[config.mk]
export PLATFORM = sky130hd
export DESIGN_NAME = lgj_front
export DESIGN_NICKNAME = d
export VERILOG_FILES = /design/src/rtl/core/leg_geometric_jacobian_assert.svh /design/src/rtl/core/lgj_pkg.sv /design/src/rtl/core/lgj_front.sv
export SDC_FILE = /design/constraint.sdc
export NUM_CORES = 1
export LEC_CHECK = 0
export BUFFER_PORTS_ARGS = -buffer_cell sky130_fd_sc_hd__buf_2
export CORE_MARGIN = 2
export CORE_UTILIZATION = 37
export DETAILED_ROUTE_END_ITERATION = 10
export PLACE_DENSITY = 0.84
export SLEW_MARGIN = 20
export SYNTH_ARGS = -nofsm -noshare
export SYNTH_HDL_FRONTEND = slang
export SYNTH_SLANG_ARGS = --single-unit
[constraint.sdc]
create_clock -name vclk -period 3.2
set_clock_uncertainty 0.05 [all_clocks]
set_input_delay 0.48 -clock vclk [all_inputs]
set_output_delay 0.48 -clock vclk [all_outputs]
set_load 0.01 [all_outputs]
[src/rtl/core/leg_geometric_jacobian_assert.svh]
// Assertion macros shared by the leg Jacobian RTL.
// Depends on nothing; included by modules that carry concurrent checks.
`ifndef LEG_GEOMETRIC_JACOBIAN_ASSERT_SVH
`define LEG_GEOMETRIC_JACOBIAN_ASSERT_SVH

// Condition must hold at every clock edge out of reset.
`define LGJ_ASSERT_ALWAYS(lbl, ck, rn, cond) \
  lbl: assert property (@(posedge ck) disable iff (!rn) (cond)) \
    else $error("lgj: invariant violated");

// Consequent must hold in the same cycle as the antecedent.
`define LGJ_ASSERT_IMPL(lbl, ck, rn, ante, cons) \
  lbl: assert property (@(posedge ck) disable iff (!rn) (ante) |-> (cons)) \
    else $error("lgj: implication violated");

// Consequent must hold in the cycle after the antecedent.
`define LGJ_ASSERT_NEXT(lbl, ck, rn, ante, cons) \
  lbl: assert property (@(posedge ck) disable iff (!rn) (ante) |=> (cons)) \
    else $error("lgj: next-cycle implication violated");

`endif

[src/rtl/core/lgj_pkg.sv]
// Shared types, constants and arithmetic helpers for the leg Jacobian block.
// Depends on nothing; imported by every module of the block but lgj_fifo.
`default_nettype none

package lgj_pkg;

  localparam int unsigned SIN_A = 102944;
  localparam int unsigned SIN_B = 42048;
  localparam int unsigned SIN_C = 4640;

  // Link lengths in micrometres, scaled to the length format at elaboration.
  localparam longint unsigned UM_HIP_X     = 64'd193400;
  localparam longint unsigned UM_HIP_Y     = 64'd46500;
  localparam longint unsigned UM_HIP_LEN   = 64'd95500;
  localparam longint unsigned UM_THIGH_LEN = 64'd213000;
  localparam longint unsigned UM_CALF_LEN  = 64'd213000;

  typedef enum logic [2:0] {
    REG_HIP_X     = 3'd0,
    REG_HIP_Y     = 3'd1,
    REG_HIP_LEN   = 3'd2,
    REG_THIGH_LEN = 3'd3,
    REG_CALF_LEN  = 3'd4
  } reg_idx_t;

  typedef enum logic [1:0] {
    JOINT_HIP   = 2'd0,
    JOINT_THIGH = 2'd1,
    JOINT_CALF  = 2'd2
  } joint_t;

  typedef logic signed [15:0] trig_t;
  typedef logic signed [17:0] lin_t;
  typedef logic signed [47:0] acc_t;

  localparam trig_t ONE_Q14 = 16'sd16384;

  typedef struct packed {
    logic [1:0] leg_out;
    joint_t     joint;
    lin_t       lin_x;
    lin_t       lin_y;
    lin_t       lin_z;
    trig_t      ang_x;
    trig_t      ang_y;
    trig_t      ang_z;
    logic       last;
  } col_t;

  typedef struct packed {
    logic [15:0] hip_len;
    logic [15:0] thigh_len;
    logic [15:0] calf_len;
  } link_cfg_t;

  function automatic acc_t rnd14(acc_t x);
    return (x + acc_t'(8192)) >>> 14;
  endfunction

  function automatic lin_t sat_lin(acc_t x);
    lin_t res;
    if (x > acc_t'(131071)) begin
      res = 18'sh1FFFF;
    end else if (x < acc_t'(-131072)) begin
      res = 18'sh20000;
    end else begin
      res = x[17:0];
    end
    return res;
  endfunction

endpackage

`default_nettype wire

[src/rtl/core/lgj_front.sv]
// Front end: accepts input items, aligns the binary angles and forms the
// hip, thigh and thigh+calf phases. Depends on lgj_pkg.
`default_nettype none

module lgj_front #(
  parameter int ANGLE_BITS = 16
) (
  input  logic                      in_valid,
  output logic                      in_ready,
  input  logic [1:0]                in_leg,
  input  logic signed [15:0]        in_angle_hip,
  input  logic signed [15:0]        in_angle_thigh,
  input  logic signed [15:0]        in_angle_calf,
  input  logic                      q_full,
  output logic                      q_push,
  output logic [2+3*ANGLE_BITS-1:0] q_data
);
  import lgj_pkg::*;

  localparam int AB = ANGLE_BITS;
  localparam logic [AB-1:0] QUARTER = AB'(1) << (AB - 2);

  logic [AB+15:0] hip_ext;
  logic [AB+15:0] thigh_ext;
  logic [AB+15:0] calf_ext;
  logic [AB-1:0]  p1;
  logic [AB-1:0]  p2;
  logic [AB-1:0]  p23;

  // Align 16-bit angles to the internal angle width.
  assign hip_ext   = {in_angle_hip,   {AB{1'b0}}};
  assign thigh_ext = {in_angle_thigh, {AB{1'b0}}};
  assign calf_ext  = {in_angle_calf,  {AB{1'b0}}};

  // Hip theta carries the fixed quarter-turn rotation.
  assign p1  = hip_ext[AB+15:16] + QUARTER;
  assign p2  = thigh_ext[AB+15:16];
  assign p23 = thigh_ext[AB+15:16] + calf_ext[AB+15:16];

  assign in_ready = !q_full;
  assign q_push   = in_valid && !q_full;
  assign q_data   = {in_leg, p1, p2, p23};

endmodule

`default_nettype wire

-- Word-level counts from Yosys, hierarchy flattened
Index checks and enable logic that the tools add are counted.
- add/subtract/negate cells: 2
- $mul: 0
- divide/modulo/power cells: 0
- $lt $le $gt $ge: 0
- equal/unequal tests: 0
- shift-type cells: 0
- muxes and demuxes: 0
- bitwise logic cells: 0
- reductions and logical operators: 2
- operators with widths (kind ; count):
    16-bit by 15-bit adder with 16-bit output, second input constant ; 1
    16-bit adder ; 1
    1-bit logical AND ; 1
    1-bit logical NOT ; 1
- flip-flop bits (word level): 0
- latch bits: 0
- RAM bits: 0
- memory bits (read-only): 0
- input bits: 52
- output and inout port bits: 52
- word-level logic and storage cells: 4
- memories kept: 0

-- Longest topological paths before layout
- depth after elaboration: 2
- depth in mapped cells: 7
- gate-level depth less buffers: 7

-- Worst setup path after synthesis
Ideal clock, no wire load.
- path type: input-to-output
- start point: input in_angle_thigh[0]
- end point: output q_data[10]
- data arrival time: 2.157 ns
- required time: 2.670 ns
- path slack: 0.513 ns
- cell stages on the path: 7
- path buffers: 0
- cells stage by stage: ha_1 -> fa_1 -> a21o_2 -> a311oi_2 -> o21ai_0 -> a311oi_1 -> nor3_1
- longest elaborated chain between the ends: 1
- RTL lines (element ; line ; source):
    from (decl) ; lgj_front.sv:12 ; input logic signed [15:0] in_angle_thigh,
    16-bit adder ; lgj_front.sv:38 ; assign p23 = thigh_ext[AB+15:16] + calf_ext[AB+15:16];
    to (decl) ; lgj_front.sv:16 ; output logic [2+3*ANGLE_BITS-1:0] q_data
Every way passes these cells.

-- Final worst setup path
Ends and elaborated chain as after synthesis.

==> metrics.md <==
| Metric | Value |
|---|---|
| Status | `complete, no violations` |
| Starting Density | `39.49%` |
| Clock buffers | `0` |
| Crit start category | `input port` |
| Nets | `244` |
| Share of cells above drive strength 1 | `44.25%` |
| Die width | `55.66 um` |
| Cell row count | `18` |
| CP Capture Type | `output pin` |
| Max Freq | `about 0.33 GHz` |
| TNS Setup | `0 ns` |
| Slew @ Worst Pin | `roughly 0.48 ns` |
| DRC violations left | `0` |
| Yosys cell types | `28` |
| Worst-path maximum fanout | `3` |
| Post-CTS setup buffer count | `0` |
| CTS Hold Bufs | `0` |
| Post-Syn Area | `around 990 sq um` |
| Initial antenna violation count | `0` |
| Filler cell count | `262` |
| Worst path required time | `2.67 ns` |
| Final Critical Period | `between 3 and 4 ns` |
| Area growth syn-to-layout | `17.62%` |
| Most common cell after layout, fill and taps aside | `buf_2` |
| Buf+Inv Stages, Crit Path | `2` |
| Crit path max-delay cell type | `fa_1` |
| Max-Cap Viols | `0` |
| Hpwl dp | `around 2000 um` |
| Most frequent cells in the layout | `buf_2 (72), a21oi_1 (17), ha_1 (15), xnor2_1 (10), nand2_1 (9)` |
| Grt ovf | `0` |
| Vert. Die Dim | `~56 um` |
| ANT cells | `0` |
| Syn_nets | `approximately 200` |
| Detailed-router iteration count before antenna repair | `4` |
| Ys Warns | `0` |
| Switching Share | `~54%` |
| Comb power frac | `100.0%` |
| Seq pwr share | `0%` |
| RSZ-0062 raised after global routing | `no` |
| Most frequent CP cell | `buf_2` |
| Detailed Route WL | `2236 um` |
| DR vias | `1011` |
| Arr. time, crit path | `approximately 2.5 ns` |
| Core Region | `2500 sq um` |
| Die area | `~3100 sq um` |
| Register area share after synthesis | `0%` |
| Cells after Synth | `approximately 130` |
| Post-DRT Antenna Nets | `0` |
| Gp weighted congestion | `roughly 0.8` |
| Multi-input combinational cell area | `about 740 sq um` |
| Crit Path Class | `input port to output pin` |
| Tcrit/Tclk final | `a little over nine tenths` |
| WL/cell | `around 11 um` |
| Clk pwr share | `0%` |
| Overall Global Routing Usage | `between 10% and 20%` |
| Number of setup violations in the final report | `0` |
| Seq cells | `0` |
| Drt via density | `about 5.0` |
| Switching power | `142.6 uW` |
| Initial DRC count | `24` |
| Slew HR | `around 68%` |
| Port bufs | `72` |
| PD cells | `228.2 nW/um^2` |
| Hold crit path type | `input port to output pin` |
| Register area | `0 sq um` |
| Syn avg cell area | `around 7.4 sq um` |
| Global-route wire length before repair | `roughly 3600 um` |
| Hold slack final | `about 0.91 ns` |
| Cell internal pwr | `122.4 uW` |
| I/O pins | `104` |
| CP delay by family, top | `compound AO/OA/AOI/OAI gates` |
| Vias in the first global route | `approximately 850` |
| Final Hold Vio Count | `0` |
| CP max stage delay | `approximately 0.42 ns` |
| Slew Limit Fails | `0` |
| P_leak | `roughly 0.00062 uW` |
| Worst-path cell chain | `buf_2 -> ha_1 -> fa_1 -> a21o_2 -> a311oi_4 -> o21ai_1 -> a311oi_1 -> nor3_1 -> buf_2` |
| Peak VDD IR | `roughly 0.00010 V` |
| Largest net degree at the start of global routing | `7` |
## final timing paths
kind,cells after the start,start,endpoint
setup / recovery,9,in_angle_thigh[0],q_data[10]
hold / removal,0,in_angle_hip[1],q_data[33]
## power by group through the flow
| stage | logic, uW | registers (uW) | clock network, uW |
|---|---|---|---|
| 2_1_floorplan | 197 | 0 | 0 |
| 3_3_place_gp | 257 | 0 | 0 |
| 3_5_place_dp | 261 | 0 | 0 |
| 4_1_cts | 262 | 0 | 0 |
| 5_1_grt | 292 | 0 | 0 |
| 6_report | 265 | 0 | 0 |
## synth_stat cells
| library cell | instances | area (sq um) |
|---|---|---|
| buf_4 | 32 | 240.2 |
| a21oi_1 | 17 | 85.08 |
| ha_1 | 15 | 187.7 |
| xnor2_1 | 10 | 87.58 |
| nand2_1 | 9 | 33.78 |
| o21ai_0 | 8 | 40.04 |
| xor2_1 | 6 | 52.55 |
| inv_1 | 5 | 18.77 |
| nand3_1 | 4 | 20.02 |
| nor2b_1 | 3 | 18.77 |
| nor3_1 | 3 | 15.01 |
| o211ai_1 | 3 | 22.52 |
| a21o_1 | 2 | 15.01 |
| nor2_1 | 2 | 7.510 |
| o21bai_1 | 2 | 15.01 |
| a211o_1 | 1 | 8.760 |
| a211oi_1 | 1 | 7.510 |
| a21o_2 | 1 | 8.760 |
| a311oi_1 | 1 | 8.760 |
| a311oi_2 | 1 | 15.01 |
| a31oi_1 | 1 | 6.260 |
| and3_1 | 1 | 6.260 |
| fa_1 | 1 | 20.02 |
| mux2i_1 | 1 | 10.01 |
| nor3b_1 | 1 | 7.510 |
| o22ai_1 | 1 | 6.260 |
| o41ai_2 | 1 | 16.27 |
| or2_2 | 1 | 6.260 |
## stage by stage
| stage | setup slack (ns) | power [uW] | std cells | utilization (%) | area, sq um |
|---|---|---|---|---|---|
| after floorplan | 0.5130 | 197.4 | 134 | - | 987.2 |
| after global placement | 0.1430 | 256.7 | 204 | 45.80 | 1145 |
| after detailed placement | 0.07726 | 261.4 | 204 | 45.80 | 1145 |
| after CTS | 0.06734 | 262.5 | 204 | 45.80 | 1145 |
| after global routing | 0.04331 | 291.9 | 204 | 46.45 | 1161 |
| final | 0.1265 | 265.0 | 204 | 46.45 | 1161 |
## final cells by class
type                            instances  area share, %
Multi-Input combinational cell         97          64.12
Tap cell                               30          3.233
Inverter                                5          1.616
Timing Repair Buffer                   72          31.03
## what timing repair did
item	CTS	global route
resized for setup	0	3
setup endpoints to repair	0	2
endpoints found under the hold margin	0	0
## metal layers
layer / up-vias / GRT usage [%] / wire [um] / share of wire, %
li1: 525 / - / - / -
met1: 440 / 17.84 / 903 / 40
met2: 44 / 24.32 / 1105 / 49
met3: 2 / 0.4651 / 223 / 10
met4: 0 / 1.045 / 4 / 0.18
met5: - / 0 / 0 / 0
## cells by family after synthesis
kind of cell / count (synthesis) / share of synthesized area (%)
adders and majority gates: 16 / 21.04
buffers and inverters: 37 / 26.24
xor gates and xnor gates: 16 / 14.19
muxes: 1 / 1.014
AOI/OAI and AO/OA: 40 / 25.86
and+or+nand+nor: 24 / 11.66
(Power assumes the default switching activity.)
