$ cat config.mk
export PLATFORM = sky130hd
export DESIGN_NAME = lgj_fifo
export DESIGN_NICKNAME = d
export VERILOG_FILES = /design/src/rtl/core/leg_geometric_jacobian_assert.svh /design/src/rtl/core/lgj_fifo.sv
export SDC_FILE = /design/constraint.sdc
export NUM_CORES = 1
export LEC_CHECK = 0
export BUFFER_PORTS_ARGS = -buffer_cell sky130_fd_sc_hd__buf_2
export CORE_MARGIN = 8
export CORE_UTILIZATION = 55
export CTS_BUF_LIST = sky130_fd_sc_hd__clkbuf_8
export CTS_CLUSTER_DIAMETER = 100
export DETAILED_ROUTE_END_ITERATION = 10
export GPL_ROUTABILITY_DRIVEN = 0
export MAX_ROUTING_LAYER = met4
export PLACE_DENSITY = 0.88
export SYNTH_ARGS = -nofsm -noshare
export SYNTH_HDL_FRONTEND = slang
export SYNTH_SLANG_ARGS = --single-unit
$ cat constraint.sdc
create_clock -name clk -period 2.2 [get_ports clk]
set_input_delay 0.22 -clock clk [delete_from_list [all_inputs] [get_ports clk]]
set_output_delay 0.22 -clock clk [all_outputs]
set_load 0.1 [all_outputs]
$ cat src/rtl/core/leg_geometric_jacobian_assert.svh
// Assertion macros shared by the leg Jacobian RTL.
// Depends on nothing; included by modules that carry concurrent checks.
`ifndef LEG_GEOMETRIC_JACOBIAN_ASSERT_SVH
`define LEG_GEOMETRIC_JACOBIAN_ASSERT_SVH

// Condition must hold at every clock edge out of reset.
`define LGJ_ASSERT_ALWAYS(lbl, ck, rn, cond) \
  lbl: assert property (@(posedge ck) disable iff (!rn) (cond)) \
    else $error("lgj: invariant violated");

// Consequent must hold in the same cycle as the antecedent.
`define LGJ_ASSERT_IMPL(lbl, ck, rn, ante, cons) \
  lbl: assert property (@(posedge ck) disable iff (!rn) (ante) |-> (cons)) \
    else $error("lgj: implication violated");

// Consequent must hold in the cycle after the antecedent.
`define LGJ_ASSERT_NEXT(lbl, ck, rn, ante, cons) \
  lbl: assert property (@(posedge ck) disable iff (!rn) (ante) |=> (cons)) \
    else $error("lgj: next-cycle implication violated");

`endif

$ cat src/rtl/core/lgj_fifo.sv
// Small synchronous FIFO with combinational head read.
// Depends on nothing; used as the front/back queue and the result buffer.
`default_nettype none

module lgj_fifo #(
  parameter int WIDTH = 8,
  parameter int DEPTH = 2
) (
  input  logic             clk,
  input  logic             rst_n,
  input  logic             push,
  input  logic [WIDTH-1:0] wdata,
  output logic             full,
  input  logic             pop,
  output logic [WIDTH-1:0] rdata,
  output logic             empty
);
  localparam int AW = (DEPTH > 1) ? $clog2(DEPTH) : 1;
  localparam int CW = $clog2(DEPTH + 1);

  logic [WIDTH-1:0] mem [DEPTH];
  logic [AW-1:0]    wr_ptr_r;
  logic [AW-1:0]    rd_ptr_r;
  logic [CW-1:0]    count_r;

  always_ff @(posedge clk) begin
    if (!rst_n) begin
      wr_ptr_r <= '0;
      rd_ptr_r <= '0;
      count_r  <= '0;
    end else begin
      if (push) wr_ptr_r <= wr_ptr_r + AW'(1);
      if (pop)  rd_ptr_r <= rd_ptr_r + AW'(1);
      case ({push, pop})
        2'b10:   count_r <= count_r + CW'(1);
        2'b01:   count_r <= count_r - CW'(1);
        default: count_r <= count_r;
      endcase
    end
  end

  always_ff @(posedge clk) begin
    if (push) mem[wr_ptr_r] <= wdata;
  end

  assign rdata = mem[rd_ptr_r];
  assign full  = (count_r == CW'(DEPTH));
  assign empty = (count_r == '0);

endmodule

`default_nettype wire

# Yosys cells after proc, flatten, opt, wreduce, memory -nomap -nowiden
# Memories as Yosys holds them, arrays and structs flattened. A register that Yosys moved wholly into a read port is not among the register bits.
# Index checks and enable logic that the tools add are counted.
[totals] regBits=4 wordCells=18 out_inout_bits=10 input_bits=12 n_memories=1 ram_bits=16
[op_classes] n_mux=5 add_sub_neg=4 n_eq_ne=3 reduce_logical=2
[mem_list] memory="mem" words=2 width=8 read_ports=1 rd_ports_with_merged_regs=1 wr=1 line="lgj_fifo.sv:21" source="logic [WIDTH-1:0] mem [DEPTH];"
[ops] operator="== test 2 bit, second input constant" n=2
[ops] operator="2-to-1 mux 1 bit" n=4
[ops] operator="one-hot mux 2 bit (2 select lines)" n=1
[ops] operator="adder 1 bit, second input constant" n=2
[ops] operator="adder 2 x 1 -> 2 bit, second input constant" n=1
[ops] operator="== test 2 x 1 -> 1 bit, second input constant" n=1
[ops] operator="logical NOT 2 bit" n=1
[ops] operator="nonzero test 2 bit" n=1
[ops] operator="subtractor 2 x 1 -> 2 bit, second input constant" n=1

# Longest topological paths before layout
# Gate-level depths: netlist of run 1.
[logic_depth] ltp_word=3 mapped_depth=5

# Worst setup path after synthesis of run 1
# OpenSTA, ideal clock, no wires.
[synth_path] kind="reg-to-output" startpoint="reg count_r[0]" endpoint="out empty" path_stages_with_launch=2 arrival_time_ns=1.598 path_buffers=0 slack_ns=0.382 path_cell_list="dfxtp_1 -> nor2_1"
[synth_between] elab_chain_len=1
[synth_rtl] item="from (decl)" line="lgj_fifo.sv:24" source="logic [CW-1:0] count_r;"
[synth_rtl] item="from (signal assigned)" line="lgj_fifo.sv:35" source="2'b10: count_r <= count_r + CW'(1);"
[synth_rtl] item="from (signal assigned)" line="lgj_fifo.sv:36" source="2'b01: count_r <= count_r - CW'(1);"
[synth_rtl] item="from (signal assigned)" line="lgj_fifo.sv:37" source="default: count_r <= count_r;"
[synth_rtl] item="logical NOT 2 bit" line="lgj_fifo.sv:48" source="assign empty = (count_r == '0);"
[synth_rtl] item="to (decl)" line="lgj_fifo.sv:16" source="output logic empty"
# Every way passes these cells.

==> results of run 1 <==
## how the worst max path moves through the flow
stage | from | to | slack (ps) | cells after the start
3_3_place_gp | register | rdata[5] | 810 | 2
5_1_grt | register | rdata[1] | 470 | 2
6_report | register | rdata[5] | 530 | 2
4_1_cts | register | rdata[1] | 520 | 2
3_5_place_dp | register | rdata[1] | 800 | 2
2_1_floorplan | count_r[0] | empty | 380 | 1
## logic make-up (layout without fill, tap and decap cells)
logic type / count (synthesis) / in the layout / synth area share
AOI/OAI and AO/OA: 3 / 3 / 0.0253
xor gates and xnor gates: 3 / 3 / 0.0332
adders and majority gates: 1 / 1 / 0.0158
buffers and inverters: 2 / 26 / 0.0110
DFF: 21 / 21 / 0.733
muxes: 8 / 8 / 0.114
and+or+nand+nor: 9 / 9 / 0.0679
## registers in the layout (all words and copies together) (netlist names), named ones only
register / cells
wr_ptr_r: 1
rd_ptr_r: 1
mem: 16
count_r: 2
## metrics by stage
step	worst slack (ps)	total power, mW	instance area [um2]	util
after CTS	523	0.959	956	0.726
after global placement	806	0.722	911	0.691
final	530	0.954	956	0.726
after detailed placement	803	0.729	911	0.691
after global routing	472	0.986	956	0.726
after floorplan	382	0.686	792	-
## routing by layer
layer | wire length [um] | vias to the layer above
met3 | 92 | 2
met1 | 531 | 202
met2 | 705 | 14
met5 | 0 | -
li1 | - | 218
met4 | 10 | 0
## critical path, delay by kind of cell, from the launching register on
family                 cells  cell delay, ps
multiplexers               1             380
buffers and inverters      1             290
flip-flops                 1             520
## placed cells by master, fill, tap and decap left out, drive strengths merged
cell	n
a21boi	1
and2	4
and2b	1
buf	21
clkbuf	3
dfxtp	5
edfxtp	16
ha	1
inv	2
mux2	8
nor2	2
nor2b	1
o21a	1
o21ai	1
or3	1
xnor2	2
xor2	1
## cells in the mapped netlist
library cell,n,area share
a21boi_1,1,0.0095
inv_1,1,0.0047
mux2_2,8,0.11
o21ai_0,1,0.0063
dfxtp_1,5,0.13
nor2b_1,1,0.0079
nor2_1,2,0.0095
edfxtp_1,16,0.61
o21a_1,1,0.0095
xnor2_1,2,0.022
or3_1,1,0.0079
ha_1,1,0.016
and2_1,4,0.032
xor2_1,1,0.011
and2b_2,1,0.011
buf_2,1,0.0063
## cell type report
class	instances	area share
repair buffers	21	0.110
inverters	1	0.00393
clock buffers	3	0.0432
clock inverters	1	0.00393
well taps	15	0.0196
multi-input cells	24	0.212
flip-flops and latches	21	0.607
## power groups by stage
| stage | Sequential (mW) | Clock, mW | Combinational [mW] |
|---|---|---|---|
| after floorplan | 0.470 | 0 | 0.216 |
| after global placement | 0.477 | 0 | 0.245 |
| after detailed placement | 0.479 | 0 | 0.250 |
| after CTS | 0.470 | 0.238 | 0.251 |
| after global routing | 0.473 | 0.255 | 0.258 |
| final | 0.470 | 0.235 | 0.249 |
==> flow_metrics.tcl, run 1 <==
set metrics [dict create \
    holdPathStages 1 \
    vias 436 \
    antenna_cells 0 \
    drc_errors 0 \
    die_h_um 53.9 \
    p_sw_mw 0.322 \
    crit_arrival_ps 1450 \
    clkTransAtPathRegs_ps 70 \
    dp_cells 82 \
    cts-buffers-inserted 3 \
    num_rows 13 \
    nets 85 \
    grt_pass1_wl_um 2150 \
    grt-ovfl-total 0 \
    cts_max_level 1 \
    gr-usage-met1 0.108 \
    yosysSeqAreaShare 0.733 \
    ys_warn_count 0 \
    worst_pin_slew_ps 703 \
    cts_setup_buffers 0 \
    synthesis.nets 60 \
    cts_buffer_depth 2 \
    die-area_um2 2910 \
    finalCriticalPeriod_ps 1670 \
    p_clk_frac 0.247 \
    synth_cell_types 16 \
    wl_per_cell_um 15.6 \
    grtUsageMet2 0.181 \
    slowest_delay_ps 520 \
    p_int_mw 0.632 \
    required_ps 1980 \
    r2r_slack_ps 950 \
    rr_endpoint "mem[0][5]" \
    pwr-share-comb 0.261 \
    grt_max_degree 12 \
    status "finished clean" \
    die_width_um 53.9 \
    slew_violations 0 \
    power.leakage_nw 0.383 \
    areaGrowthSynthToFinish_pct 20.7 \
    fin_worst_skew_ps 1.02 \
    worstHoldStart "wdata[2]" \
    drtIter0Drc 4 \
    peakVddDrop_mv 1.18 \
    clock_sinks 21 \
    hold_violations 0 \
    insertion_delay_ps 250 \
    routed_wl_um 1340 \
    syn_inst 47 \
    synth_seq_cells 21 \
    dr.pass1.iters 3 \
    fillers 94 \
    p_sw_frac 0.338 \
    p_per_area_nw_per_um2 998 \
    antenna_found_initial 0 \
    netlist_area_um2 792 \
    syn_area_per_cell_um2 16.9 \
    fin_setup_tns_ps 0 \
    drtAntennaViolNets 0 \
    post_cts_resized 0 \
    coreArea_um2 1320 \
    r2r_start "wr_ptr_r" \
    place_hpwl_um 1080 \
    finalCritPeriodShare 0.759 \
    ios 22 \
    final_cells 86 \
    via_per_inst 5.07 \
    setup_violations 0 \
    rsz0062_at_grt "false" \
    max_slew_margin 0.530 \
    io_buffers 21 \
    start_kind "register" \
    holdCritPathClass "in -> reg" \
    cp_max_fo 8 \
    drive_gt1_frac 0.465 \
    grt_use_total 0.106 \
    use_met3 0.0386 \
    p_seq_frac 0.492 \
    multi_input_area_um2 203 \
    grt.busiest_layer "met2" \
    crit_chain "mux2_2, buf_2" \
    cts-hold-fix-buffers 0 \
    grt_pass1_vias 487 \
    fmax_mhz 599 \
    crit_path_end_kind "output pin" \
    seq_area_um2 581 \
    slowest_stage "dfxtp_1" \
    maxCapViolCount 0 \
    timing.hold.ws_ps 156 \
    critical_path_class "reg -> out" \
    cts_tree "done" \
    reg2reg_depth 1 \
    initial_utilization 0.601 \
    cts_root_buf "clkbuf_8" \
    min_to "mem[0][2]" \
]
Power figures use the tool's default switching activity.
==> run 2, diff against run 1 <==
- CORE_UTILIZATION: 55 -> 52
- PLACE_DENSITY: 0.88 -> 0.85
- clock period: 2.2 -> 1.7 ns (I/O delays scaled with it)
==> run 2 against run 1 <==
Effect of this change:
- sequential power rose by 29%
- power rose by 30%
- flip-flop and latch count did not move
- clock skew rose by 0.62 ps
- worst hold slack got worse by 52 ps
- register-to-register slack got worse by 280 ps
- critical path depth did not move
- die area rose by 4.0%
- cell count rose by 2.3%
- clock power rose by 32%
- via count rose by 1.6%
- critical path type unchanged
- critical endpoint is now rdata[1]
==> flow_metrics.tcl, run 2 (synthesis gave the netlist of run 1 again) <==
set metrics [dict create \
    status "finished clean" \
    fin_setup_tns_ps 0 \
    setup_violations 0 \
    die-area_um2 3030 \
    maxCapViolCount 0 \
    cts_tree "done" \
    place_ws_ps 353 \
    grt_pass1_wl_um 2000 \
    met3_length_um 81 \
    drtIter0Drc 4 \
    coreArea_um2 1470 \
    required_ps 1530 \
    post_cts_resized 0 \
    fmax_mhz 619 \
    drive_gt1_frac 0.500 \
    rsz0062_at_grt "false" \
    grt_max_degree 13 \
    max_slew_margin 0.675 \
    num_rows 14 \
    finalCritPeriodShare 0.950 \
    top_layer "met4" \
    grt_pass1_vias 461 \
    worst_pin_slew_ps 491 \
    fin_area_um2 968 \
    m1WireLength_um 534 \
    areaGrowthSynthToFinish_pct 22.3 \
    vias 443 \
    critical_path_class "reg -> out" \
    fillers 118 \
    clkTransAtPathRegs_ps 70 \
    grt_use_total 0.0974 \
    peakVddDrop_mv 0.728 \
    largest_reg_flops 16 \
    fin_worst_skew_ps 1.64 \
    start_kind "register" \
    dr.pass1.iters 3 \
    worst_slack_ps 85.3 \
    routed_wl_um 1280 \
    antenna_found_initial 0 \
    clock_sinks 21 \
    mostFrequentLayoutCell "buf_2" \
    cts_max_level 1 \
    cp_max_fo 8 \
    p_per_area_nw_per_um2 1280 \
    grt-ovfl-total 0 \
    wl_per_cell_um 14.5 \
    top_regs "mem (16), count_r (2)" \
    via_per_inst 5.03 \
    cts_setup_buffers 0 \
    cts_root_buf "clkbuf_8" \
    slew_violations 0 \
    holdCritPathClass "in -> reg" \
    dpl_cell_area_um2 922 \
    cts-buffers-inserted 3 \
    finalCriticalPeriod_ps 1610 \
    place_hpwl_um 992 \
    wl_met2_um 656 \
    antenna_cells 0 \
    drtAntennaViolNets 0 \
    crit_arrival_ps 1440 \
    cts_buffer_depth 2 \
    power.leakage_nw 0.387 \
    layout_common_cells "buf_2 (21), edfxtp_1 (16), mux2_2 (8)" \
    die_h_um 55.0 \
    crit_path_end_kind "output pin" \
    initial_utilization 0.538 \
    ios 22 \
    cts-hold-fix-buffers 0 \
    hold_violations 0 \
    drc_errors 0 \
    die_width_um 55.0 \
    insertion_delay_ps 250 \
    io_buffers 21 \
    top_register "mem" \
    nets 86 \
]
## run 2: final cells by class
class	instances	area [um2]	share of cell area
clock buffer	3	41.3	0.0426
timing repair buffer	22	113	0.116
inverter	1	3.75	0.00388
multi-input combinational	24	205	0.212
sequential	21	581	0.599
clock inverter	1	5.00	0.00517
tap	16	20.0	0.0207
## run 2: where the power goes
part	switching [mW]	internal, mW	leakage [nW]
Sequential	0.0205	0.587	0.192
Combinational	0.250	0.0731	0.170
Clock	0.148	0.163	0.0255
Total	0.418	0.823	0.387
## run 2: worst max-delay path: stages (launching register included)
cell,delay [ps]
dfxtp_1,520
mux2_2,380
buf_2,290
## run 2: final timing paths
check / from / end / slack, ps / cells past startpoint
worst max-delay path: register / rdata[1] / 90 / 2
worst min-delay path: wdata[4] / mem[0][4] / 100 / 1
worst max register to register: wr_ptr_r / mem[1][3] / 670 / 1
worst min register to register: count_r[1] / count_r[1] / 520 / 2
## run 2: per-stage QoR
| stage | hold WS, ps | utilization | cells | power, mW |
|---|---|---|---|---|
| 5_1_grt | 97.6 | 0.658 | 88 | 1.29 |
| 6_report | 104 | 0.658 | 88 | 1.24 |
| 4_1_cts | 101 | 0.658 | 88 | 1.25 |
| 2_1_floorplan | 269 | - | 47 | 0.890 |
| 3_5_place_dp | 364 | 0.627 | 84 | 0.945 |
| 3_3_place_gp | 358 | 0.627 | 84 | 0.939 |
## run 2: layer usage
layer  track usage  vias up
met5             -        -
met4        0.0360        0
met3        0.0348        2
met2         0.155       11
met1         0.111      210
li1              -      220
==> run 3, diff against run 2 <==
- PLACE_DENSITY: 0.85 -> not set
- PLACE_DENSITY_LB_ADDON: not set -> 0.08
==> run 3 against run 2 <==
Effect of this change:
- first-iteration DRC count grew to 3.0 times the previous value
- clock-buffer cell count stayed put
- flip-flop and latch count stayed put
- sequential share of layout area grew 0.078 points
- global-route usage fell by 0.38 points
- power is 0.58% lower
- cell count is the same
- via count shrank 1.8%
- clock skew up 1.6 ps
- worst hold slack got worse by 2.4 ps
- fmax down 0.29%
- clock power down 2%
==> flow_metrics.tcl, run 3 (synthesis gave the netlist of run 1 again) <==
set metrics [dict create \
    status "finished clean" \
    p_sw_mw 0.413 \
    fmax_mhz 618 \
    r2r_start "wr_ptr_r" \
    place_hpwl_um 915 \
    nets 86 \
    grt_use_total 0.0936 \
    grt-ovfl-total 0 \
    reg2reg_depth 1 \
    drtAntennaViolNets 0 \
    layout_common_cells "buf_2 (21), edfxtp_1 (16), mux2_2 (8)" \
    clkTransAtPathRegs_ps 70 \
    cts-buffers-inserted 3 \
    via_per_inst 4.94 \
    maxCapViolCount 0 \
    crit_arrival_ps 1450 \
    areaGrowthSynthToFinish_pct 22.1 \
    initial_utilization 0.538 \
    p_int_mw 0.821 \
    io_buffers 21 \
    clock_sinks 21 \
    cts_max_level 1 \
    largest_reg_flops 16 \
    holdCritPathClass "in -> reg" \
    cts_root_buf "clkbuf_8" \
    grtUsageMet2 0.143 \
    die_width_um 55.0 \
    mostFrequentLayoutCell "buf_2" \
    antenna_cells 0 \
    drc_errors 0 \
    gr-usage-met1 0.102 \
    slew_violations 0 \
    use_met3 0.0321 \
    pwr-share-comb 0.261 \
    cts_tree "done" \
    p_clk_frac 0.246 \
    wl_per_cell_um 13.8 \
    cts-hold-fix-buffers 0 \
    peakVddDrop_mv 0.804 \
    cts_setup_buffers 0 \
    p_seq_frac 0.493 \
    num_rows 14 \
    worstHoldStart "wdata[5]" \
    grt_pass1_vias 427 \
    r2r_slack_ps 660 \
    min_to "mem[1][5]" \
    fin_worst_skew_ps 3.29 \
    grt_pass1_wl_um 1900 \
    die_h_um 55.0 \
    cp_max_fo 8 \
    setup_violations 0 \
    fin_setup_tns_ps 0 \
    crit_path_end_kind "output pin" \
    grt.busiest_layer "met2" \
    drive_gt1_frac 0.486 \
    hold_violations 0 \
    finalCritPeriodShare 0.953 \
    p_per_area_nw_per_um2 1280 \
    grt_max_degree 12 \
    timing.hold.ws_ps 102 \
    drtIter0Drc 12 \
    die-area_um2 3030 \
    routed_wl_um 1210 \
    dr.pass1.iters 4 \
    rr_endpoint "mem[1][7]" \
    holdPathStages 1 \
    finalCriticalPeriod_ps 1620 \
    critical_path_class "reg -> out" \
    cts_buffer_depth 2 \
    start_kind "register" \
    fillers 114 \
    power.leakage_nw 0.389 \
    antenna_found_initial 0 \
    top_register "mem" \
    max_slew_margin 0.676 \
    post_cts_resized 0 \
    p_sw_frac 0.335 \
    rsz0062_at_grt "false" \
    coreArea_um2 1470 \
    vias 435 \
    top_regs "mem (16), count_r (2)" \
    worst_pin_slew_ps 490 \
    ios 22 \
    required_ps 1530 \
    insertion_delay_ps 250 \
]
[run 3: worst max-delay path: stages, from the launching register on]
cell	delay [ps]
dfxtp_1	520
mux2_2	380
buf_2	290
[run 3: metal layers]
| layer | up-vias | part of all wire |
|---|---|---|
| met5 | - | 0 |
| met4 | 0 | 0.019 |
| met3 | 4 | 0.061 |
| met2 | 12 | 0.48 |
| met1 | 198 | 0.44 |
| li1 | 221 | - |
[run 3: worst max-delay path by stage]
stage / endpoint / slack (ps)
2_1_floorplan: empty / 390
5_1_grt: rdata[4] / 10
3_5_place_dp: rdata[1] / 340
3_3_place_gp: rdata[1] / 350
4_1_cts: rdata[1] / 50
6_report: rdata[1] / 80
[run 3: through the flow]
step	instances	power (mW)	setup WS (ps)	utilization	cell area, um2
after floorplan	47	0.890	387	-	795
after global placement	84	0.940	353	0.627	922
after detailed placement	84	0.944	343	0.627	922
after CTS	88	1.25	54.0	0.657	967
after global routing	88	1.28	9.88	0.657	967
final	88	1.23	80.7	0.657	967
[run 3: power groups by stage]
stage | Combinational [mW] | Sequential (mW) | Clock, mW
finish | 0.322 | 0.608 | 0.304
global route | 0.335 | 0.613 | 0.330
CTS | 0.325 | 0.609 | 0.320
detailed placement | 0.324 | 0.620 | 0
global placement | 0.321 | 0.618 | 0
floorplan | 0.281 | 0.610 | 0
[run 3: layout make-up]
cell class | count | area (um2) | share of cell area
inverter | 1 | 3.75 | 0.00388
clock inverter | 1 | 3.75 | 0.00388
clock buffer | 3 | 41.3 | 0.0427
sequential | 21 | 581 | 0.600
timing repair buffer | 22 | 113 | 0.116
multi-input combinational | 24 | 205 | 0.212
tap | 16 | 20.0 | 0.0207
